File: src/rtl/lcf_ram.sv
// ----------------------------------------------------------------------------
// lcf_ram: generic single-write, single-read RAM
// One write port, one read port with registered read data.
// ----------------------------------------------------------------------------
module lcf_ram #(
   parameter int WIDTH = 32,
   parameter int DEPTH = 32,
   parameter int AW    = 5
) (
   input  logic             clock,
   input  logic             wr_en,
   input  logic [AW-1:0]    wr_addr,
   input  logic [WIDTH-1:0] wr_data,
   input  logic [AW-1:0]    rd_addr,
   output logic [WIDTH-1:0] rd_data
);

   logic [WIDTH-1:0] mem_ff [DEPTH];
   logic [WIDTH-1:0] rd_data_ff;

   // write and registered read
   always_ff @(posedge clock) begin
      if (wr_en) begin
         mem_ff[wr_addr] <= wr_data;
      end
      rd_data_ff <= mem_ff[rd_addr];
   end

   assign rd_data = rd_data_ff;

endmodule

File: config.mk
export PLATFORM = sky130hd
export DESIGN_NAME = lcf_ram
export DESIGN_NICKNAME = d
export VERILOG_FILES = /design/src/rtl/lcf_ram.sv
export SDC_FILE = /design/constraint.sdc
export NUM_CORES = 1
export LEC_CHECK = 0
export BUFFER_PORTS_ARGS = -buffer_cell sky130_fd_sc_hd__buf_2
export CAP_MARGIN = 10
export CORE_MARGIN = 1.5
export CORE_UTILIZATION = 50
export DETAILED_ROUTE_END_ITERATION = 6
export GPL_TIMING_DRIVEN = 0
export PLACE_DENSITY = 0.68
export SLEW_MARGIN = 20
export SYNTH_ARGS = -nofsm -noshare
export SYNTH_HDL_FRONTEND = slang
export SYNTH_SLANG_ARGS = --single-unit
File: constraint.sdc
create_clock -name clock -period 2.7 [get_ports clock]
set_clock_uncertainty 0.2 [all_clocks]
set_input_delay 0.27 -clock clock [delete_from_list [all_inputs] [get_ports clock]]
set_output_delay 0.27 -clock clock [all_outputs]
set_load 0.01 [all_outputs]
# Yosys cells after proc, flatten, opt, wreduce, memory -nomap -nowiden
# Memory sizes are Yosys's and may differ from the RTL's. A register that Yosys moved wholly into a read port is not among the register bits.
# Index checks and enable logic that the tools add are counted.
[totals]
reg_bits = 0
latch_bits = 0
ramBits = 1024
romBits = 0
input_bits = 44
word_cells = 3
memories = 1
[op_classes]
addsub = 0
mul = 0
div_mod_pow = 0
magnitude_cmp = 0
n_eq_ne = 0
shifts = 0
n_mux = 2
bitwise_logic = 0
n_reduce_logical = 0
[mem_list]
columns = ["name", "words", "width", "rd", "rd_ports_with_merged_regs", "wr", "line_no", "rtl"]
rows = [
  ["mem_ff", 32, 32, 1, 1, 1, "18", "logic [WIDTH-1:0] mem_ff [DEPTH];"],
]
[op_table]
columns = ["op", "n"]
rows = [
  ["$mux 1", 2],
]

# Depth between registers and ports, before layout
# Gate-level depths: netlist of the first run.
[logic_depth]
depth_word = 2
ltp_mapped = 8
mapped_depth_nobuf = 5

# Worst setup path after synthesis of the first run
# No wires, ideal clock.
[synth_path]
path_type = "input port to flip-flop"
start = "in wr_addr[1]"
end = "mem mem_ff[12][0] (enable)"
arrival_time_ns = 2.283
slack_ns = -0.204
path_stages = 3
cell_sequence = "or3b_2 > clkbuf_1 > nor2_1"
[synth_lines]
columns = ["element", "line_no", "rtl"]
rows = [
  ["start, declared", "12", "input logic [AW-1:0] wr_addr,"],
  ["end, declared", "18", ""],
]
# Straight into the memory's write port.

==> results.json, run 1 <==
{
  "cts_tree": "built",
  "ir_drop_mv": 0.505,
  "critPathBufInv": 3,
  "syn_nets": 2304,
  "clkLatencyLatePin_ns": 0.66,
  "clockBufferDepth": 3,
  "avgViaCountPerCell": 5.88,
  "vias": 21500,
  "overflow": 0,
  "dieHeight_um": 288,
  "comb_power_share_pct": 5.4,
  "first_global_vias": 21600,
  "cpMaxStageDelayCell": "clkbuf_1",
  "grt_pass1_wl_mm": 140,
  "cts_root_buffer": "clkbuf_16",
  "crit_path_cell_trace": "buf_2, nor2_1, buf_2, clkbuf_1, a22o_1, nor3_1, a31oi_1, nand3_1",
  "multi_input_area_um2": 8580,
  "rows": 104,
  "hold_slack_ns": 0.0133,
  "numCtsBuffers": 102,
  "synth-edff-count": 1024,
  "outcome": "finished clean",
  "layout-drive-gt1-share_pct": 14.7,
  "routed_wl_mm": 96.3,
  "seqCellArea_um2": 31400,
  "start_util_pct": 50.4,
  "max_slew.worst_pin.slew_ns": 1.18,
  "ys_seq_area_share_pct": 77.5,
  "ys_ff_latch": 1056,
  "final_antenna_net_count": 0,
  "antenna_found_initial": 2,
  "max_stage_delay_ns": 0.52,
  "crit_fanout": 10,
  "stdcell_area_um2": 47000,
  "clock-sinks": 1056,
  "ff2ff_path_depth": 5,
  "wl_per_cell_um": 26.4,
  "rrSetupSlack_ns": 0.76,
  "cp.depth": 8,
  "cp.arrival_ns": 2.51,
  "internal_power_mw": 27.3,
  "clk_pin_slew_worst_paths_ns": 0.06,
  "syn_avg_cell_area_um2": 17.9,
  "die-area_um2": 82700,
  "area_growth_pct": 16.0,
  "setup_viol": 0,
  "path_delay_family": "buffers and inverters",
  "finalCritPeriodShare_pct": 83.9,
  "min_path_type": "in -> reg",
  "clkPwrFrac_pct": 41.8,
  "power.switching_mw": 7.34,
  "p_seq_share_pct": 52.7,
  "drv_cap": 0,
  "cp-start-kind": "primary input",
  "drt_iter0_drc": 2148,
  "io_pins": 76,
  "worstSetupEndpoint": "rd_data[14]",
  "fin_nets": 2546,
  "htree_levels": 3,
  "synth_area_um2": 40500,
  "synthArstFlopShare_pct": 0,
  "core_um2": 80300,
  "place.detailed.hpwl_mm": 62.7,
  "r2r_end": "rd_data[14]",
  "max_freq_mhz": 441,
  "io_buffers": 74,
  "die_w_um": 288,
  "ys.warnings.count": 0,
  "rsz0062_at_grt": "no",
  "final-hold-violation-count": 0,
  "firstDrtPassIters": 5,
  "nFillCells": 5777,
  "postPlaceCellArea_um2": 43200,
  "p_sw_share_pct": 21.2,
  "finalMaxSlewViolations": 0,
  "power_density_nw_per_um2": 738,
  "synthFlopType": "edfxtp_1",
  "startpoint": "rd_addr[1]",
  "crit_top_cell": "buf_2",
  "period_minus_slack_ns": 2.27,
  "worstSetupEndpointType": "register",
  "drc": 0,
  "reg2reg_from": "mem_ff[7][14]",
  "grtUsageTotal_pct": 23.3,
  "relSlewSlack_pct": 21.1,
  "crit_required_ns": 2.94,
  "totalPowerFinal_mw": 34.7,
  "synthDistinctLibCells": 25,
  "fin_tns_setup_ns": 0,
  "synthCells": 2260,
  "grt_max_degree": 33,
  "globalplace.congestion": 0.837,
  "power.leakage_nw": 16.4,
  "crit_type": "in -> reg"
}
-- final cells by class --
type | count | area share [%]
Buffer | 127 | 1.60
Tap cell | 1060 | 2.82
Sequential cell | 1056 | 66.8
Clock buffer | 124 | 5.85
Antenna cell | 1 | 0.00533
Timing Repair Buffer | 138 | 3.17
Clock inverter | 68 | 1.46
Multi-Input combinational cell | 1077 | 18.3
-- routing by layer --
layer  part of all wire, %  global-route usage (%)
met4                   2.1                    6.46
met1                    41                    31.6
met2                    50                    39.5
met3                   7.2                    3.58
met5                 0.023                       0
-- cell usage after synthesis (33+ instances only) --
master / number / area (µm²)
a22oi_1: 96 / 721
clkbuf_1: 46 / 173
a22o_1: 64 / 561
buf_4: 33 / 248
nor2_1: 34 / 128
edfxtp_1: 1024 / 30700
a21oi_1: 96 / 480
mux2i_1: 512 / 5120
nand3_1: 98 / 490
nand2_1: 98 / 368
-- through the flow --
step	setup slack (ns)	util, %	cells
finish	0.434	58.5	3651
global placement	-1.83	52.6	3394
CTS	0.541	58.5	3650
global route	0.423	58.5	3650
detailed placement	-0.158	53.9	3428
floorplan	-0.204	-	2260
-- placed cells by master, fill, tap and decap left out, types with 12 or more instances in the layout --
master / instances
buf_12: 12
nand3_1: 98
nor2_4: 32
buf_4: 33
a22o_1: 64
clkbuf_16: 106
clkinv_1: 17
clkinv_2: 26
buf_6: 15
a22oi_1: 96
mux2i_1: 512
clkbuf_1: 61
a21oi_1: 96
buf_16: 20
nor3_1: 32
dlygate4sd3_1: 30
buf_2: 100
bufinv_16: 13
dfxtp_1: 32
nand2_1: 98
a31oi_1: 32
edfxtp_1: 1024
-- how the worst min path moves through the flow --
| stage | start | end | slack, ns | cells past startpoint |
|---|---|---|---|---|
| after floorplan | wr_data[0] | mem_ff[0][0] | 0.17 | 0 |
| after global placement | mem_ff[26][29] | rd_data[29] | 0.40 | 4 |
| after detailed placement | mem_ff[26][27] | rd_data[27] | 0.40 | 4 |
| after CTS | wr_data[8] | mem_ff[19][8] | 0.0002 | 1 |
| after global routing | wr_data[7] | mem_ff[3][7] | 0.03 | 1 |
| final | wr_data[7] | mem_ff[6][7] | 0.01 | 1 |
-- logic make-up after synthesis --
group	synth area share [%]
flops	77.5
mux	12.7
compound gates	4.85
simple gates	3.10
buf+inv	1.86
-- state kept, by name, summed over array words and instances (netlist names) --
signal,flops
mem_ff,1024
rd_data,32
-- power by group through the flow --
| stage | Sequential (mW) | Clock [mW] | Combinational, mW |
|---|---|---|---|
| floorplan | 18.7 | 0 | 0.942 |
| global placement | 18.6 | 0 | 1.75 |
| detailed placement | 18.6 | 0 | 1.84 |
| CTS | 18.3 | 14.6 | 1.88 |
| global route | 18.3 | 15.3 | 2.00 |
| finish | 18.3 | 14.5 | 1.88 |
-- what timing repair did --
item / CTS / global route
setup endpoints to repair: 0 / 0
hold buffers: 30 / 0
hold endpoints to repair: 897 / 0
buffers inserted: 0 / 0
resized for setup: 0 / 0
Note: power is estimated with default switching activity, not from simulation.
==> run 2: changes to the inputs <==
ABC_AREA = 1   (was not set)
PLACE_DENSITY = 0.66   (was 0.68)
clock period = 2.3 ns   (was 2.7 ns; I/O delays follow)
==> run 2 against run 1 <==
  * Combinational power is 58% higher
  * Critical endpoint is now mem_ff[25][22]
  * Cell area is 4.8% higher
  * First-iteration DRC count is 63% higher
  * Sequential power is 17% higher
  * Flip-flop and latch count stayed put
==> results.json, run 2 <==
{
  "largest_register_ffs": 1024,
  "outcome": "finished clean",
  "synth_top_area_share_pct": 72.5,
  "hold_depth": 3,
  "synth-edff-count": 1024,
  "die_w_um": 294,
  "power.switching_mw": 9.60,
  "reg2reg_from": "mem_ff[24][11]",
  "antenna_found_initial": 9,
  "ctsHoldBuffers": 33,
  "ir_drop_mv": 0.694,
  "cts.repair.resized": 0,
  "ys_seq_area_share_pct": 74.0,
  "grtUsageTotal_pct": 28.9,
  "fin_tns_setup_ns": 0,
  "drv_cap": 0,
  "area_growth_pct": 16.1,
  "clockBufferDepth": 3,
  "max_freq_mhz": 463,
  "rows": 106,
  "place.detailed.hpwl_mm": 80.9,
  "ys.warnings.count": 0,
  "dieHeight_um": 294,
  "rrSetupSlack_ns": 0.67,
  "syn_nets": 3580,
  "rsz0062_at_grt": "no",
  "synthTopCellsByCount": "1440 x nand2_1, 1024 x edfxtp_1, 780 x nand3_1",
  "layout_common_cells": "1440 x nand2_1, 1024 x edfxtp_1, 780 x nand3_1, 155 x buf_2, 109 x clkbuf_16",
  "cpMaxStageDelayCell": "nor2_4",
  "vias": 28400,
  "min_path_type": "in -> reg",
  "mostFrequentLayoutCell": "nand2_1",
  "clock-sinks": 1056,
  "relSlewSlack_pct": 25.4,
  "clkLatencyLatePin_ns": 0.69,
  "crit_required_ns": 2.46,
  "max_slew.worst_pin.slew_ns": 1.12,
  "comb_power_share_pct": 7.0,
  "min_from": "wr_addr[4]",
  "cts_tree": "built",
  "numCtsBuffers": 106,
  "finalMaxSlewViolations": 0,
  "postCtsSetupRepairBufs": 0,
  "clkPwrFrac_pct": 42.1,
  "ys_ff_latch": 1056,
  "wl_per_cell_um": 24.6,
  "synth_most_common_cell": "nand2_1",
  "final_util_pct": 58.7,
  "synthCells": 3536,
  "cp.arrival_ns": 2.32,
  "setup_viol": 0,
  "ff2ff_path_depth": 8,
  "synthArstFlopShare_pct": 0,
  "yosys-top-cells-area": "edfxtp_1 73%, nand2_1 13%, nand3_1 9.2%",
  "preCtsSetupSlack_ns": -0.520,
  "crit_type": "in -> reg",
  "cp-start-kind": "primary input",
  "largest_register": "mem_ff",
  "power_density_nw_per_um2": 857,
  "min_to": "mem_ff[24][5]",
  "crit_fanout": 17,
  "crit_path_cell_trace": "buf_2, inv_1, nand3_1, nor2_4, buf_12",
  "avgViaCountPerCell": 5.66,
  "start_util_pct": 50.6,
  "io_buffers": 72,
  "final.setup.worst_slack_ns": 0.142,
  "routed_wl_mm": 123,
  "p_seq_share_pct": 50.8,
  "drt_iter0_drc": 3495,
  "synthDistinctLibCells": 14,
  "nFillCells": 6691,
  "synthFlopType": "edfxtp_1",
  "final_antenna_net_count": 0,
  "core_um2": 83800,
  "htree_levels": 3,
  "io_pins": 76,
  "drc": 0,
  "first_global_vias": 27400,
  "power.leakage_nw": 18.3,
  "overflow": 0,
  "syn_avg_cell_area_um2": 12.0,
  "grt_max_degree": 33,
  "grt_pass1_wl_mm": 179,
  "period_minus_slack_ns": 2.16,
  "clk_pin_slew_worst_paths_ns": 0.06,
  "die-area_um2": 86600,
  "max_stage_delay_ns": 0.96,
  "firstDrtPassIters": 6,
  "p_sw_share_pct": 22.7,
  "fin_nets": 3830,
  "worstSetupEndpointType": "register",
  "layout-drive-gt1-share_pct": 12.3,
  "synth_area_um2": 42400,
  "totalPowerFinal_mw": 42.2,
  "synth_top_area_cell": "edfxtp_1",
  "finalCritPeriodShare_pct": 93.8,
  "final-hold-violation-count": 0,
  "globalplace.congestion": 0.882,
  "r2r_end": "rd_data[11]",
  "cts_root_buffer": "clkbuf_16",
  "internal_power_mw": 32.6
}
run 2: how the worst max path moves through the flow:
stage,start,to,slack (ns),cells past startpoint
2_1_floorplan,wr_addr[0],mem_ff[8][0],-0.21,3
3_3_place_gp,wr_addr[0],mem_ff[16][29],-2.35,4
3_5_place_dp,wr_addr[1],mem_ff[25][22],-0.52,5
4_1_cts,wr_addr[1],mem_ff[25][19],0.18,5
5_1_grt,wr_addr[1],mem_ff[25][22],0.05,5
6_report,wr_addr[1],mem_ff[25][22],0.14,5
run 2: per-stage QoR:
step | instances | cell area (µm²) | hold slack (ns)
2_1_floorplan | 3536 | 42400 | 0.129
3_3_place_gp | 4742 | 44200 | 0.422
3_5_place_dp | 4779 | 45300 | 0.422
4_1_cts | 5012 | 49200 | 0.0609
5_1_grt | 5013 | 49200 | 0.105
6_report | 5020 | 49200 | 0.0840
run 2: cell families (layout without fill, tap and decap cells):
group,Yosys count,in the layout,share of synthesized area (%)
buffers and inverters,228,570,3.74
DFF,1056,1056,74.0
other,0,8,0
and+or+nand+nor,2252,2252,22.2
run 2: final cells by class:
type                       count  area (µm²)  area share [%]
antenna                        8        20.0          0.0407
buffer                       218        1540            3.13
clock buffer                 131        2830            5.75
clock inverter                69         742            1.51
inverter                      10        45.0          0.0915
multi-input combinational   2252        9670            19.6
sequential                  1056       31400            63.8
tap                         1134        1420            2.88
timing repair buffer         142        1570            3.18
run 2: power groups by stage:
| stage | sequential [mW] | clock, mW | combinational (mW) |
|---|---|---|---|
| global placement | 21.9 | 0 | 2.76 |
| CTS | 21.4 | 17.9 | 2.93 |
| global route | 21.5 | 18.6 | 3.19 |
| finish | 21.4 | 17.8 | 2.97 |
| detailed placement | 21.9 | 0 | 2.87 |
| floorplan | 21.9 | 0 | 1.47 |
run 2: per-layer routing:
| layer | vias up | track usage, % | wire [µm] |
|---|---|---|---|
| li1 | 12900 | - | - |
| met1 | 13700 | 38.4 | 47000 |
| met2 | 1573 | 47.4 | 59200 |
| met3 | 265 | 4.15 | 12200 |
| met4 | 2 | 13.0 | 5020 |
| met5 | - | 0 | 13 |
run 2: worst max-delay path, delay by kind of cell:
| family | cells | cell delay, ns |
|---|---|---|
| simple gates | 2 | 1.60 |
| buf+inv | 3 | 0.44 |
